--- config.mk ---
export PLATFORM = sky130hd
export DESIGN_NAME = blake2s_hash_engine_unit
export DESIGN_NICKNAME = d
export VERILOG_FILES = /design/src/design/b2s_pkg.sv /design/src/design/b2s_front.sv /design/src/design/b2s_fifo.sv /design/src/design/b2s_back.sv /design/src/design/blake2s_hash_engine_unit.sv
export SDC_FILE = /design/constraint.sdc
export NUM_CORES = 2
export LEC_CHECK = 0
export ABC_AREA = 0
export BUFFER_PORTS_ARGS = -buffer_cell sky130_fd_sc_hd__buf_2
export CORE_UTILIZATION = 45
export CTS_CLUSTER_DIAMETER = 30
export DETAILED_ROUTE_END_ITERATION = 8
export PLACE_DENSITY = 0.65
export REMOVE_ABC_BUFFERS = 1
export SLEW_MARGIN = 0
export SYNTH_ARGS = -nofsm -noshare
export SYNTH_HDL_FRONTEND = slang
export SYNTH_HIERARCHICAL = 1
export SYNTH_SLANG_ARGS = --single-unit
--- constraint.sdc ---
create_clock -name clk_i -period 15 [get_ports clk_i]
set_input_delay 2.25 -clock clk_i [delete_from_list [all_inputs] [get_ports clk_i]]
set_output_delay 2.25 -clock clk_i [all_outputs]
set_load 0.01 [all_outputs]
--- src/design/b2s_pkg.sv ---
// Package for the BLAKE2s hash engine: payload structs, IV and message schedule.
// Used by every module of the design; depends on nothing.
`default_nettype none
package b2s_pkg;

  typedef struct packed {
    logic [31:0] data_word;
    logic [2:0]  byte_count;
    logic        last_item;
  } in_item_t;

  typedef struct packed {
    logic [31:0] digest_word;
    logic [2:0]  word_index;
    logic        last_word;
  } out_item_t;

  // Word sent from the front end to the compression back end.
  typedef struct packed {
    logic [31:0] data_word;
    logic [2:0]  byte_count;
    logic        last_item;
    logic        first;
    logic [5:0]  digest_len;
    logic [5:0]  key_len;
  } job_t;

  localparam int unsigned RegDigestBytes = 0;
  localparam int unsigned RegKeyBytes    = 1;

  localparam logic [31:0] ParamBase = 32'h0101_0000;

  function automatic logic [31:0] iv_word(input logic [2:0] idx);
    logic [31:0] w;
    case (idx)
      3'd0: w = 32'h6a09e667;
      3'd1: w = 32'hbb67ae85;
      3'd2: w = 32'h3c6ef372;
      3'd3: w = 32'ha54ff53a;
      3'd4: w = 32'h510e527f;
      3'd5: w = 32'h9b05688c;
      3'd6: w = 32'h1f83d9ab;
      default: w = 32'h5be0cd19;
    endcase
    return w;
  endfunction

  // Message word index for round r, slot s (0..15).
  function automatic logic [3:0] sigma(input logic [3:0] r, input logic [3:0] s);
    logic [63:0] row;
    case (r)
      4'd0: row = 64'hfedcba9876543210;
      4'd1: row = 64'h357b20c16df984ae;
      4'd2: row = 64'h491763eadf250c8b;
      4'd3: row = 64'h8f04a562ebcd1397;
      4'd4: row = 64'hd386cb1efa427509;
      4'd5: row = 64'h91ef57d438b0a6c2;
      4'd6: row = 64'hb8293670a4def15c;
      4'd7: row = 64'ha2684f05931ce7bd;
      4'd8: row = 64'h5a417d2c803b9ef6;
      default: row = 64'h0dc3e9bf5167482a;
    endcase
    return row[s*4 +: 4];
  endfunction

endpackage
`default_nettype wire

--- src/design/b2s_front.sv ---
// Front end: accepts input items and tags each with the configuration registers.
// Depends on b2s_pkg.
`default_nettype none
module b2s_front (
  input  wire logic          clk_i,
  input  wire logic          rst_ni,
  input  wire logic          cfg_we_i,
  input  wire logic [0:0]    cfg_idx_i,
  input  wire logic [5:0]    cfg_data_i,
  input  wire logic          in_valid_i,
  output logic               in_stall_o,
  input  wire b2s_pkg::in_item_t in_data_i,
  output logic               q_push_o,
  output b2s_pkg::job_t      q_data_o,
  input  wire logic          q_full_i
);
  logic [5:0] dlen_q, klen_q;
  logic       in_msg_q;
  logic [5:0] dl, kl;

  always_comb begin
    dl = dlen_q;
    if (dl == 6'd0) dl = 6'd1;
    if (dl > 6'd32) dl = 6'd32;
    kl = (klen_q > 6'd32) ? 6'd32 : klen_q;
  end

  assign in_stall_o = q_full_i;
  assign q_push_o   = in_valid_i && !q_full_i;
  always_comb begin
    q_data_o.data_word  = in_data_i.data_word;
    q_data_o.byte_count = (in_data_i.byte_count > 3'd4) ? 3'd4 : in_data_i.byte_count;
    q_data_o.last_item  = in_data_i.last_item;
    q_data_o.first      = !in_msg_q;
    q_data_o.digest_len = dl;
    q_data_o.key_len    = kl;
  end

  always_ff @(posedge clk_i or negedge rst_ni) begin
    if (!rst_ni) begin
      dlen_q   <= 6'd32;
      klen_q   <= 6'd0;
      in_msg_q <= 1'b0;
    end else begin
      if (cfg_we_i && cfg_idx_i == 1'(b2s_pkg::RegDigestBytes)) dlen_q <= cfg_data_i;
      if (cfg_we_i && cfg_idx_i == 1'(b2s_pkg::RegKeyBytes)) klen_q <= cfg_data_i;
      if (q_push_o) in_msg_q <= !in_data_i.last_item;
    end
  end
endmodule
`default_nettype wire

--- src/design/b2s_fifo.sv ---
// Two-entry queue between front end and back end.
// Depends on b2s_pkg.
`default_nettype none
module b2s_fifo (
  input  wire logic          clk_i,
  input  wire logic          rst_ni,
  input  wire logic          push_i,
  input  wire b2s_pkg::job_t data_i,
  output logic               full_o,
  output logic               valid_o,
  input  wire logic          pop_i,
  output b2s_pkg::job_t      data_o
);
  b2s_pkg::job_t mem_q [2];
  logic       wp_q, rp_q;
  logic [1:0] cnt_q;

  assign full_o  = cnt_q == 2'd2;
  assign valid_o = cnt_q != 2'd0;
  assign data_o  = mem_q[rp_q];

  always_ff @(posedge clk_i) begin
    if (push_i) mem_q[wp_q] <= data_i;
  end

  always_ff @(posedge clk_i or negedge rst_ni) begin
    if (!rst_ni) begin
      wp_q <= 1'b0; rp_q <= 1'b0; cnt_q <= 2'd0;
    end else begin
      if (push_i) wp_q <= !wp_q;
      if (pop_i) rp_q <= !rp_q;
      cnt_q <= cnt_q + 2'(push_i) - 2'(pop_i);
    end
  end
endmodule
`default_nettype wire

--- src/design/b2s_back.sv ---
// Back end: packs bytes into the block, runs the compression one G step a
// cycle, and emits digest words. Depends on b2s_pkg.
`default_nettype none
module b2s_back (
  input  wire logic          clk_i,
  input  wire logic          rst_ni,
  input  wire logic          q_valid_i,
  input  wire b2s_pkg::job_t q_data_i,
  output logic               q_pop_o,
  output logic               out_valid_o,
  input  wire logic          out_stall_i,
  output b2s_pkg::out_item_t out_data_o
);
  typedef enum logic [2:0] {StIdle, StByte, StComp, StFin, StOut} state_e;

  state_e      state_q;
  logic [31:0] h_q [8];
  logic [31:0] m_q [16];
  logic [31:0] v_q [16];
  logic [6:0]  nbytes_q;
  logic [63:0] cnt_q;
  logic [5:0]  dlen_q;
  logic [2:0]  bi_q;
  logic [3:0]  rnd_q;
  logic [3:0]  g_q;      // G step 0..7; 8 marks the end of the last round
  logic        fin_q;
  logic [2:0]  oi_q;
  b2s_pkg::job_t job_q;
  logic        ov_q;
  b2s_pkg::out_item_t od_q;

  // One full G function per cycle.
  logic [3:0] ia, ib, ic, id;
  logic [31:0] a0, b0, c0, d0, a1, b1, c1, d1, a2, b2, c2, d2, mx, my;
  always_comb begin
    unique case (g_q[2:0])
      3'd0: begin ia = 4'd0; ib = 4'd4; ic = 4'd8;  id = 4'd12; end
      3'd1: begin ia = 4'd1; ib = 4'd5; ic = 4'd9;  id = 4'd13; end
      3'd2: begin ia = 4'd2; ib = 4'd6; ic = 4'd10; id = 4'd14; end
      3'd3: begin ia = 4'd3; ib = 4'd7; ic = 4'd11; id = 4'd15; end
      3'd4: begin ia = 4'd0; ib = 4'd5; ic = 4'd10; id = 4'd15; end
      3'd5: begin ia = 4'd1; ib = 4'd6; ic = 4'd11; id = 4'd12; end
      3'd6: begin ia = 4'd2; ib = 4'd7; ic = 4'd8;  id = 4'd13; end
      default: begin ia = 4'd3; ib = 4'd4; ic = 4'd9; id = 4'd14; end
    endcase
    mx = m_q[b2s_pkg::sigma(rnd_q, {g_q[2:0], 1'b0})];
    my = m_q[b2s_pkg::sigma(rnd_q, {g_q[2:0], 1'b1})];
    a0 = v_q[ia] + v_q[ib] + mx;
    d0 = v_q[id] ^ a0; d0 = {d0[15:0], d0[31:16]};
    c0 = v_q[ic] + d0;
    b0 = v_q[ib] ^ c0; b0 = {b0[11:0], b0[31:12]};
    a1 = a0 + b0 + my;
    d1 = d0 ^ a1; d1 = {d1[7:0], d1[31:8]};
    c1 = c0 + d1;
    b1 = b0 ^ c1; b1 = {b1[6:0], b1[31:7]};
    a2 = a1; b2 = b1; c2 = c1; d2 = d1;
  end

  logic [6:0]  bpos;
  logic [7:0]  bval;
  assign bpos = nbytes_q;
  assign bval = job_q.data_word[8*bi_q[1:0] +: 8];
  assign q_pop_o = (state_q == StIdle) && q_valid_i;
  assign out_valid_o = ov_q;
  assign out_data_o  = od_q;

  always_ff @(posedge clk_i or negedge rst_ni) begin
    if (!rst_ni) begin
      state_q <= StIdle;
      ov_q <= 1'b0;
      nbytes_q <= '0;
      cnt_q <= '0;
      dlen_q <= 6'd32;
    end else begin
      if (ov_q && !out_stall_i) ov_q <= 1'b0;
      unique case (state_q)
        StIdle: begin
          if (q_valid_i) begin
            job_q <= q_data_i;
            bi_q <= '0;
            if (q_data_i.first) begin
              dlen_q <= q_data_i.digest_len;
              for (int i = 0; i < 8; i++) h_q[i] <= b2s_pkg::iv_word(3'(i));
              h_q[0] <= b2s_pkg::iv_word(3'd0) ^ b2s_pkg::ParamBase ^
                        {18'd0, q_data_i.key_len, 2'd0, q_data_i.digest_len};
              for (int i = 0; i < 16; i++) m_q[i] <= '0;
              nbytes_q <= '0;
              cnt_q <= '0;
            end
            state_q <= StByte;
          end
        end
        StByte: begin
          if ({1'b0, bi_q} >= {1'b0, job_q.byte_count}) begin
            if (job_q.last_item) begin
              cnt_q <= cnt_q + 64'(nbytes_q);
              fin_q <= 1'b1;
              state_q <= StFin;
            end else state_q <= StIdle;
          end else if (bpos == 7'd64) begin
            cnt_q <= cnt_q + 64'd64;
            fin_q <= 1'b0;
            state_q <= StFin;
          end else begin
            m_q[bpos[5:2]][8*bpos[1:0] +: 8] <= bval;
            nbytes_q <= nbytes_q + 7'd1;
            bi_q <= bi_q + 3'd1;
          end
        end
        StFin: begin  // load working vector
          for (int i = 0; i < 8; i++) begin
            v_q[i] <= h_q[i];
            v_q[i+8] <= b2s_pkg::iv_word(3'(i));
          end
          v_q[12] <= b2s_pkg::iv_word(3'd4) ^ cnt_q[31:0];
          v_q[13] <= b2s_pkg::iv_word(3'd5) ^ cnt_q[63:32];
          v_q[14] <= b2s_pkg::iv_word(3'd6) ^ {32{fin_q}};
          rnd_q <= '0; g_q <= '0;
          state_q <= StComp;
        end
        StComp: begin
          if (g_q == 4'd8) begin
            for (int i = 0; i < 8; i++) h_q[i] <= h_q[i] ^ v_q[i] ^ v_q[i+8];
            if (fin_q) begin
              oi_q <= '0;
              state_q <= StOut;
            end else begin
              for (int i = 0; i < 16; i++) m_q[i] <= '0;
              nbytes_q <= '0;
              state_q <= StByte;
            end
          end else begin
            v_q[ia] <= a2; v_q[ib] <= b2; v_q[ic] <= c2; v_q[id] <= d2;
            if (g_q == 4'd7) begin
              if (rnd_q == 4'd9) g_q <= 4'd8;
              else begin g_q <= '0; rnd_q <= rnd_q + 4'd1; end
            end else g_q <= g_q + 4'd1;
          end
        end
        StOut: begin
          if (!ov_q || !out_stall_i) begin
            logic [5:0] rem;
            rem = dlen_q - {1'b0, oi_q, 2'b00};
            ov_q <= 1'b1;
            od_q.word_index <= oi_q;
            od_q.last_word <= rem <= 6'd4;
            case (rem)
              6'd1: od_q.digest_word <= {24'd0, h_q[oi_q][7:0]};
              6'd2: od_q.digest_word <= {16'd0, h_q[oi_q][15:0]};
              6'd3: od_q.digest_word <= {8'd0, h_q[oi_q][23:0]};
              default: od_q.digest_word <= h_q[oi_q];
            endcase
            oi_q <= oi_q + 3'd1;
            if (rem <= 6'd4) state_q <= StIdle;
          end
        end
        default: state_q <= StIdle;
      endcase
    end
  end
endmodule
`default_nettype wire

--- src/design/blake2s_hash_engine_unit.sv ---
// Top level of the BLAKE2s hash engine: front end, queue and back end.
// Depends on b2s_pkg, b2s_front, b2s_fifo and b2s_back.
//
//  channel | direction | handshake            | payload
//  in      | to block  | in_valid_i/in_stall_o  | b2s_pkg::in_item_t
//  out     | from block| out_valid_o/out_stall_i| b2s_pkg::out_item_t
//  cfg     | to block  | cfg_we_i               | cfg_idx_i, cfg_data_i
//
// A full block runs one G function per cycle, 80 steps, in the shared G
// unit, plus load and feed-forward. Digest words follow one a cycle unless
// stalled. Reset clears control state except the round, step, index and
// fin_q registers. A two-item queue lets the front end take items while
// the back end compresses or the output is stalled.
`default_nettype none
module blake2s_hash_engine_unit (
  input  wire logic               clk_i,
  input  wire logic               rst_ni,
  input  wire logic               cfg_we_i,
  input  wire logic [0:0]         cfg_idx_i,
  input  wire logic [5:0]         cfg_data_i,
  input  wire logic               in_valid_i,
  output logic                    in_stall_o,
  input  wire b2s_pkg::in_item_t  in_data_i,
  output logic                    out_valid_o,
  input  wire logic               out_stall_i,
  output b2s_pkg::out_item_t      out_data_o
);
  logic          push, full, qv, pop;
  b2s_pkg::job_t qin, qout;

  b2s_front u_front (
    .clk_i, .rst_ni, .cfg_we_i, .cfg_idx_i, .cfg_data_i,
    .in_valid_i, .in_stall_o, .in_data_i,
    .q_push_o(push), .q_data_o(qin), .q_full_i(full)
  );

  b2s_fifo u_fifo (
    .clk_i, .rst_ni, .push_i(push), .data_i(qin), .full_o(full),
    .valid_o(qv), .pop_i(pop), .data_o(qout)
  );

  b2s_back u_back (
    .clk_i, .rst_ni, .q_valid_i(qv), .q_data_i(qout), .q_pop_o(pop),
    .out_valid_o, .out_stall_i, .out_data_o
  );

  // The queue never takes an item while full.
  assert property (@(posedge clk_i) disable iff (!rst_ni) full |-> !push)
    else $error("push into full queue");
  // The back end only pops a queue entry that is present.
  assert property (@(posedge clk_i) disable iff (!rst_ni) pop |-> qv)
    else $error("pop from empty queue");
  // A stalled result item holds its value.
  assert property (@(posedge clk_i) disable iff (!rst_ni)
    out_valid_o && out_stall_i |=> out_valid_o && $stable(out_data_o))
    else $error("stalled output changed");
endmodule
`default_nettype wire
Word-level counts from Yosys, hierarchy flattened
Memories as Yosys holds them, arrays and structs flattened. A register that Yosys moved wholly into a read port is not among the register bits.
Index checks and enable logic that the tools add are counted.

storage, ports and cells
  bits in writable memories = 1378
  bits in read-only memories = 2048
  word-level logic and storage cells = 350
  memories kept = 6
  output and inout port bits = 38
  bits in registers = 185

operators by class
  equal/unequal tests = 33
  $add $sub $neg = 17
  multiplexer cells = 153
  bitwise operators = 53
  magnitude comparators = 5
  reductions and logical operators = 56
  shift-type cells = 5

memory list
  memory           depth  bits a word  read ports  clocked after memory_dff  write ports  line            source
  (no name shown)  16     64           1           1                         0            b2s_pkg.sv:51   case (r)
  (no name shown)  16     64           1           1                         0            b2s_pkg.sv:51
  u_back.m_q       16     32           2           0                         16           b2s_back.sv:18  logic [31:0] m_q [16];
  u_back.v_q       16     32           20          0                         16           b2s_back.sv:19  logic [31:0] v_q [16];
  u_back.h_q       8      32           9           1                         8            b2s_back.sv:17  logic [31:0] h_q [8];
  u_fifo.mem_q     2      49           1           0                         1            b2s_fifo.sv:14  b2s_pkg::job_t mem_q [2];

operator list
  kind                     count
  $mux 32                  67
  $xor 32x32->32           20
  $mux 64                  5
  $add 32x32->32           6
  $reduce_or 32->1         5
  $pmux 64 s2              1
  $shiftx 64x7->4          2
  $pmux 32 s3              1
  $add 64x7->64            1
  $add 64x7->64 const B    1
  $mux 4                   13
  $mux 3                   15
  $mux 7                   6
  $neg 5->34               1
  $shift 8x34->32 const A  1
  $shiftx 8x34->32         1
  $shiftx 32x6->8          1
  $mux 1                   31
  $or 1x1->1               28
  $reduce_and 5->1         5
  $pmux 2 s3               4
  $reduce_or 2->1          12
  $pmux 7 s3               1
  $mux 6                   3
  other kinds (42)         91

Logic depth before layout (Yosys ltp)
An unclocked memory read counts as a cell.

  depth after elaboration = 15
  depth in mapped cells = 70
  depth with buffers taken out = 66

Hierarchy
The synthesis kept the hierarchy.

by module, submodules not included
  module     area an instance (um^2)  times used  cells an instance  seq. area each (um^2)
  b2s_back   86579.3                  1           7844               44398.8
  b2s_fifo   3988.8                   1           168                3042.9
  b2s_front  848.3                    1           82                 326.6

Worst setup path before layout
OpenSTA, ideal clock, no wires.

  kind = reg-to-reg
  from = register u_back.g_q[0]
  to = memory u_back.v_q[7][24], data pin
  stages on the path, launching flop included = 63
  period minus slack after synthesis = 13971 ps
  required time = 14728 ps
  setup slack = 1029 ps
  arrival = 13699 ps
  cell sequence = edfxtp_1 -> buf_2 -> buf_4 -> mux4_2 -> mux2i_1 -> buf_2 -> clkbuf_1 -> buf_1 -> mux2i_1 -> mux4_2 -> a21o_1 -> fa_1 -> inv_1 -> ha_1 -> and3_1 -> o21a_1 -> a311o_1 -> and2_1 -> [27 not listed] -> a21oi_1 -> xor2_1 -> xor2_1 -> inv_1 -> ha_1 -> a21o_1 -> a21o_1 -> a21oi_1 -> o21ai_0 -> a21oi_1 -> o211ai_1 -> a311o_1 -> o21ai_0 -> xor2_1 -> xnor2_2 -> xnor2_2 -> o21ai_1 -> a21boi_1

RTL lines
  item                      line             source
  start: declaration        b2s_back.sv:25   logic [3:0] g_q;
  start signal: assignment  b2s_back.sv:137  end else g_q <= g_q + 4'd1;
  end: declaration          b2s_back.sv:19

==> run_results.csv <==
group,metric,value,unit
synth,yosys_warnings,6,
drt,met1Wirelength,138000,um
drt,highest_layer,"met5",
drt,drt-pass1-iter-count,6,
drt,drc,0,
synth,async_flop_share,6.02,%
synth,ys_seq_area_share,52.3,%
synth,ys_ff_latch,1629,
timing,finalHoldViolCount,0,
drt,wl_per_cell,32.1,um
critical_path,cp_max_fo,21,
critical_path,max_stage_delay,0.63,ns
timing,rsz0062_at_grt,"true",
global_routing,grt_pass1_wl,513000,um
timing,fin_crit_sh,97.0,%
timing,max-slew-margin-rel,11.9,%
synth,synth.largest_area_cell,"edfxtp_1",
clocking,h-tree-depth,5,
clocking,cts_max_path_buffers,4,
synth,synth-main-ff-cell,"edfxtp_1",
critical_path,critPathKind,"reg2reg",
timing,tightest_slew,1.32,ns
min_path,hp-class,"reg2reg",
clocking,cts_root_buf,"clkbuf_16",
timing,maxSlewViolCount,0,
critical_path,crit_arrival,15.16,ns
drt,drt_iter0_drc,10300,
synth,avgSynthCellArea,11.3,um2
critical_path,worst_path_most_repeated_cell,"buf_4",
drt,postRouteAntennaNets,0,
critical_path,setup.worst_path.start_class,"flip-flop",
place,place_congestion,1.12,
die,rows,165,
clocking,cts_buffers,377,
synth,synth_top_cell_area_share,48.1,%
die,die_w,453,um
global_routing,overflow,0,
clocking,cts_tree,"done",
final_layout,ff_latch_area,47800,um2
place,io_buffers,85,
drt,drt-total-wl,373000,um
final_layout,drive_gt1_share,20.3,%
synth,yosysUniqueCellTypes,107,
drt,routed_via_density,6.22,
critical_path,slowest_stage,"a211oi_1",
final_layout,synthToLayoutAreaGrowth,22.2,%
clocking,ctsHoldBuffers,0,
place,hpwl,268000,um
die,fp.coreArea,202000,um2
flow_run,drv_cap,0,
timing,setup_violations,0,
synth,synth.cell_area,91400,um2
synth,synthTopCellsByArea,"edfxtp_1, mux4_2, nand2_1",
global_routing,grt_max_degree,150,
clocking,clk_latency,0.97,ns
drt,via_count,72300,
status,status,"complete, no violations",
global_routing,grt_pass1_vias,69100,
die,die_h,453,um
global_routing,antenna_found_initial,19,
die,initial_utilization,45.2,%
timing,max_freq,68.7,MHz
critical_path,endpoint_kind,"flip-flop",
synth,synth_edf_count,1465,
clocking,cts.sinks,1629,
drt,wl_met3,44500,um
drt,wl_met2,163000,um
final_layout,fillers,16700,
die,pin_count,86,
timing,min_period,14.55,ns
final_layout,utilization,55.3,%
critical_path,critPathRequiredTime,15.61,ns
global_routing,track_usage,35.4,%
timing,fin_skew,0.0726,ns
final_layout,nets,8922,
die,die_area,205000,um2
final_layout,multi_input_area,41600,um2
clocking,clk_pin_slew_worst_paths,0.04,ns
synth,netlist_instances,8094,
## cells in the final DEF (no fill, tap or decap), types with 41 or more instances in the layout
master and n:
edfxtp_1 1465, nand2_1 1180, nor2_1 944, buf_4 539, xnor2_1 411, clkbuf_16 393
xor2_1 372, mux2i_1 344, o21ai_0 319, a21oi_1 246, mux4_2 217, inv_1 211
a211oi_1 169, ha_1 155, and2_1 139, nand3_1 113, a21o_1 102, a311oi_1 95
dfrtp_1 95, buf_2 84, mux2_2 74, fa_1 66, nor3_1 63, dfxtp_1 63
clkinv_2 56, bufinv_16 53, mux2_4 49, a31oi_1 47, clkinv_1 42, clkbuf_1 41
nor2b_1 41
## through the flow
step	setup slack (ns)	hold slack, ns	std cells	TNS, ns	area, um2
floorplan	-14.93	0.455	7602	-6447.92	89300
global placement	-0.658	0.484	10900	-36.08	97700
detailed placement	-0.680	0.488	10900	-37.32	97700
CTS	-0.0148	0.499	11600	-0.0258	111000
global route	-0.0839	0.518	11600	-0.211	112000
finish	0.451	0.496	11600	0	112000
## cell families (layout without fill, tap and decap cells)
group                      count (synthesis)  count (layout)  share of synthesized area (%)
xor gates and xnor gates                 831             831                           8.14
other                                      0               7                              0
buffers and inverters                    707            1554                           3.18
adders and majority gates                228             228                           3.68
muxes                                    691             691                           10.9
AOI/OAI and AO/OA                       1287            1287                           9.32
and+or+nand+nor                         2721            2722                           12.5
DFF                                     1629            1629                           52.3
## sequential cells by signal (all words and copies together), names as in the netlist, 6 cells and up, named ones only
register           count
u_back/h_q           256
u_back/cnt_q          64
u_back/v_q           512
u_back/job_q          36
u_back/out_data_o     36
u_front/klen_q         6
u_back/dlen_q          6
u_front/dlen_q         6
u_back/m_q           512
u_back/bpos            7
u_fifo/mem_q          98
## layer usage
metal,GRT usage (%),vias up
li1,-,30300
met1,45.1,35900
met2,53.2,4919
met3,9.75,1119
met4,22.7,18
met5,0,-
## worst paths after layout
| kind | cells past startpoint | to | slack (ns) | start |
|---|---|---|---|---|
| min in group asynchronous | 1 | u_front/klen_q[4] | 1.14 | rst_ni |
| setup reg to reg | 66 | u_back/v_q[6][24] | 0.45 | u_back/g_q[0] |
| hold reg to reg | 1 | u_front/klen_q[1] | 0.50 | u_front/klen_q[1] |
| hold / removal | 1 | u_front/klen_q[1] | 0.50 | u_front/klen_q[1] |
| setup / recovery | 66 | u_back/v_q[6][24] | 0.45 | u_back/g_q[0] |
| max in group asynchronous | 3 | u_back/cnt_q[58] | 12.17 | rst_ni |
## cells in the mapped netlist (26+ instances only)
| cell type | count |
|---|---|
| edfxtp_1 | 1465 |
| nand2_1 | 1208 |
| nor2_1 | 954 |
| xnor2_1 | 432 |
| xor2_1 | 383 |
| clkbuf_1 | 370 |
| mux2i_1 | 348 |
| o21ai_0 | 330 |
| a21oi_1 | 261 |
| mux4_2 | 217 |
| inv_1 | 212 |
| a211oi_1 | 173 |
| ha_1 | 159 |
| and2_1 | 144 |
| nand3_1 | 119 |
| a21o_1 | 103 |
| a311oi_1 | 98 |
| dfrtp_1 | 96 |
| mux2_2 | 74 |
| nor3_1 | 69 |
| fa_1 | 68 |
| buf_1 | 67 |
| dfxtp_1 | 66 |
| a31oi_1 | 51 |
| mux2_4 | 49 |
| nor2b_1 | 46 |
| nand2b_1 | 42 |
| buf_4 | 38 |
| and3_1 | 36 |
| o21bai_1 | 36 |
| a22oi_1 | 31 |
| nand4_1 | 26 |
| or3_1 | 26 |
## timing repair
item | CTS | global route
pin swaps | 4 | 22
resized for setup | 23 | 98
buffers inserted | 4 | 38
endpoints found under the setup margin | 120 | 144
cloned | 0 | 8
## worst max-delay path, delay by kind of cell (launching register included)
family,cells,cell delay [ns]
DFF,1,0.45
and+or+nand+nor,7,0.94
muxes,2,0.83
buffers and inverters,13,2.03
AOI/OAI and AO/OA,29,5.98
xor gates and xnor gates,9,1.85
adders and majority gates,6,2.08
## layout make-up
| cell class | count | share of cell area, % |
|---|---|---|
| timing repair buffer | 665 | 4.76 |
| sequential | 1629 | 42.8 |
| clock inverter | 232 | 2.47 |
| antenna | 7 | 0.0157 |
| clock buffer | 442 | 8.97 |
| tap | 2672 | 2.99 |
| inverter | 215 | 0.723 |
| multi-input combinational | 5759 | 37.3 |
Power is not shown: default switching activity piles up to over one toggle a cycle in this logic, so the estimate is an artifact.
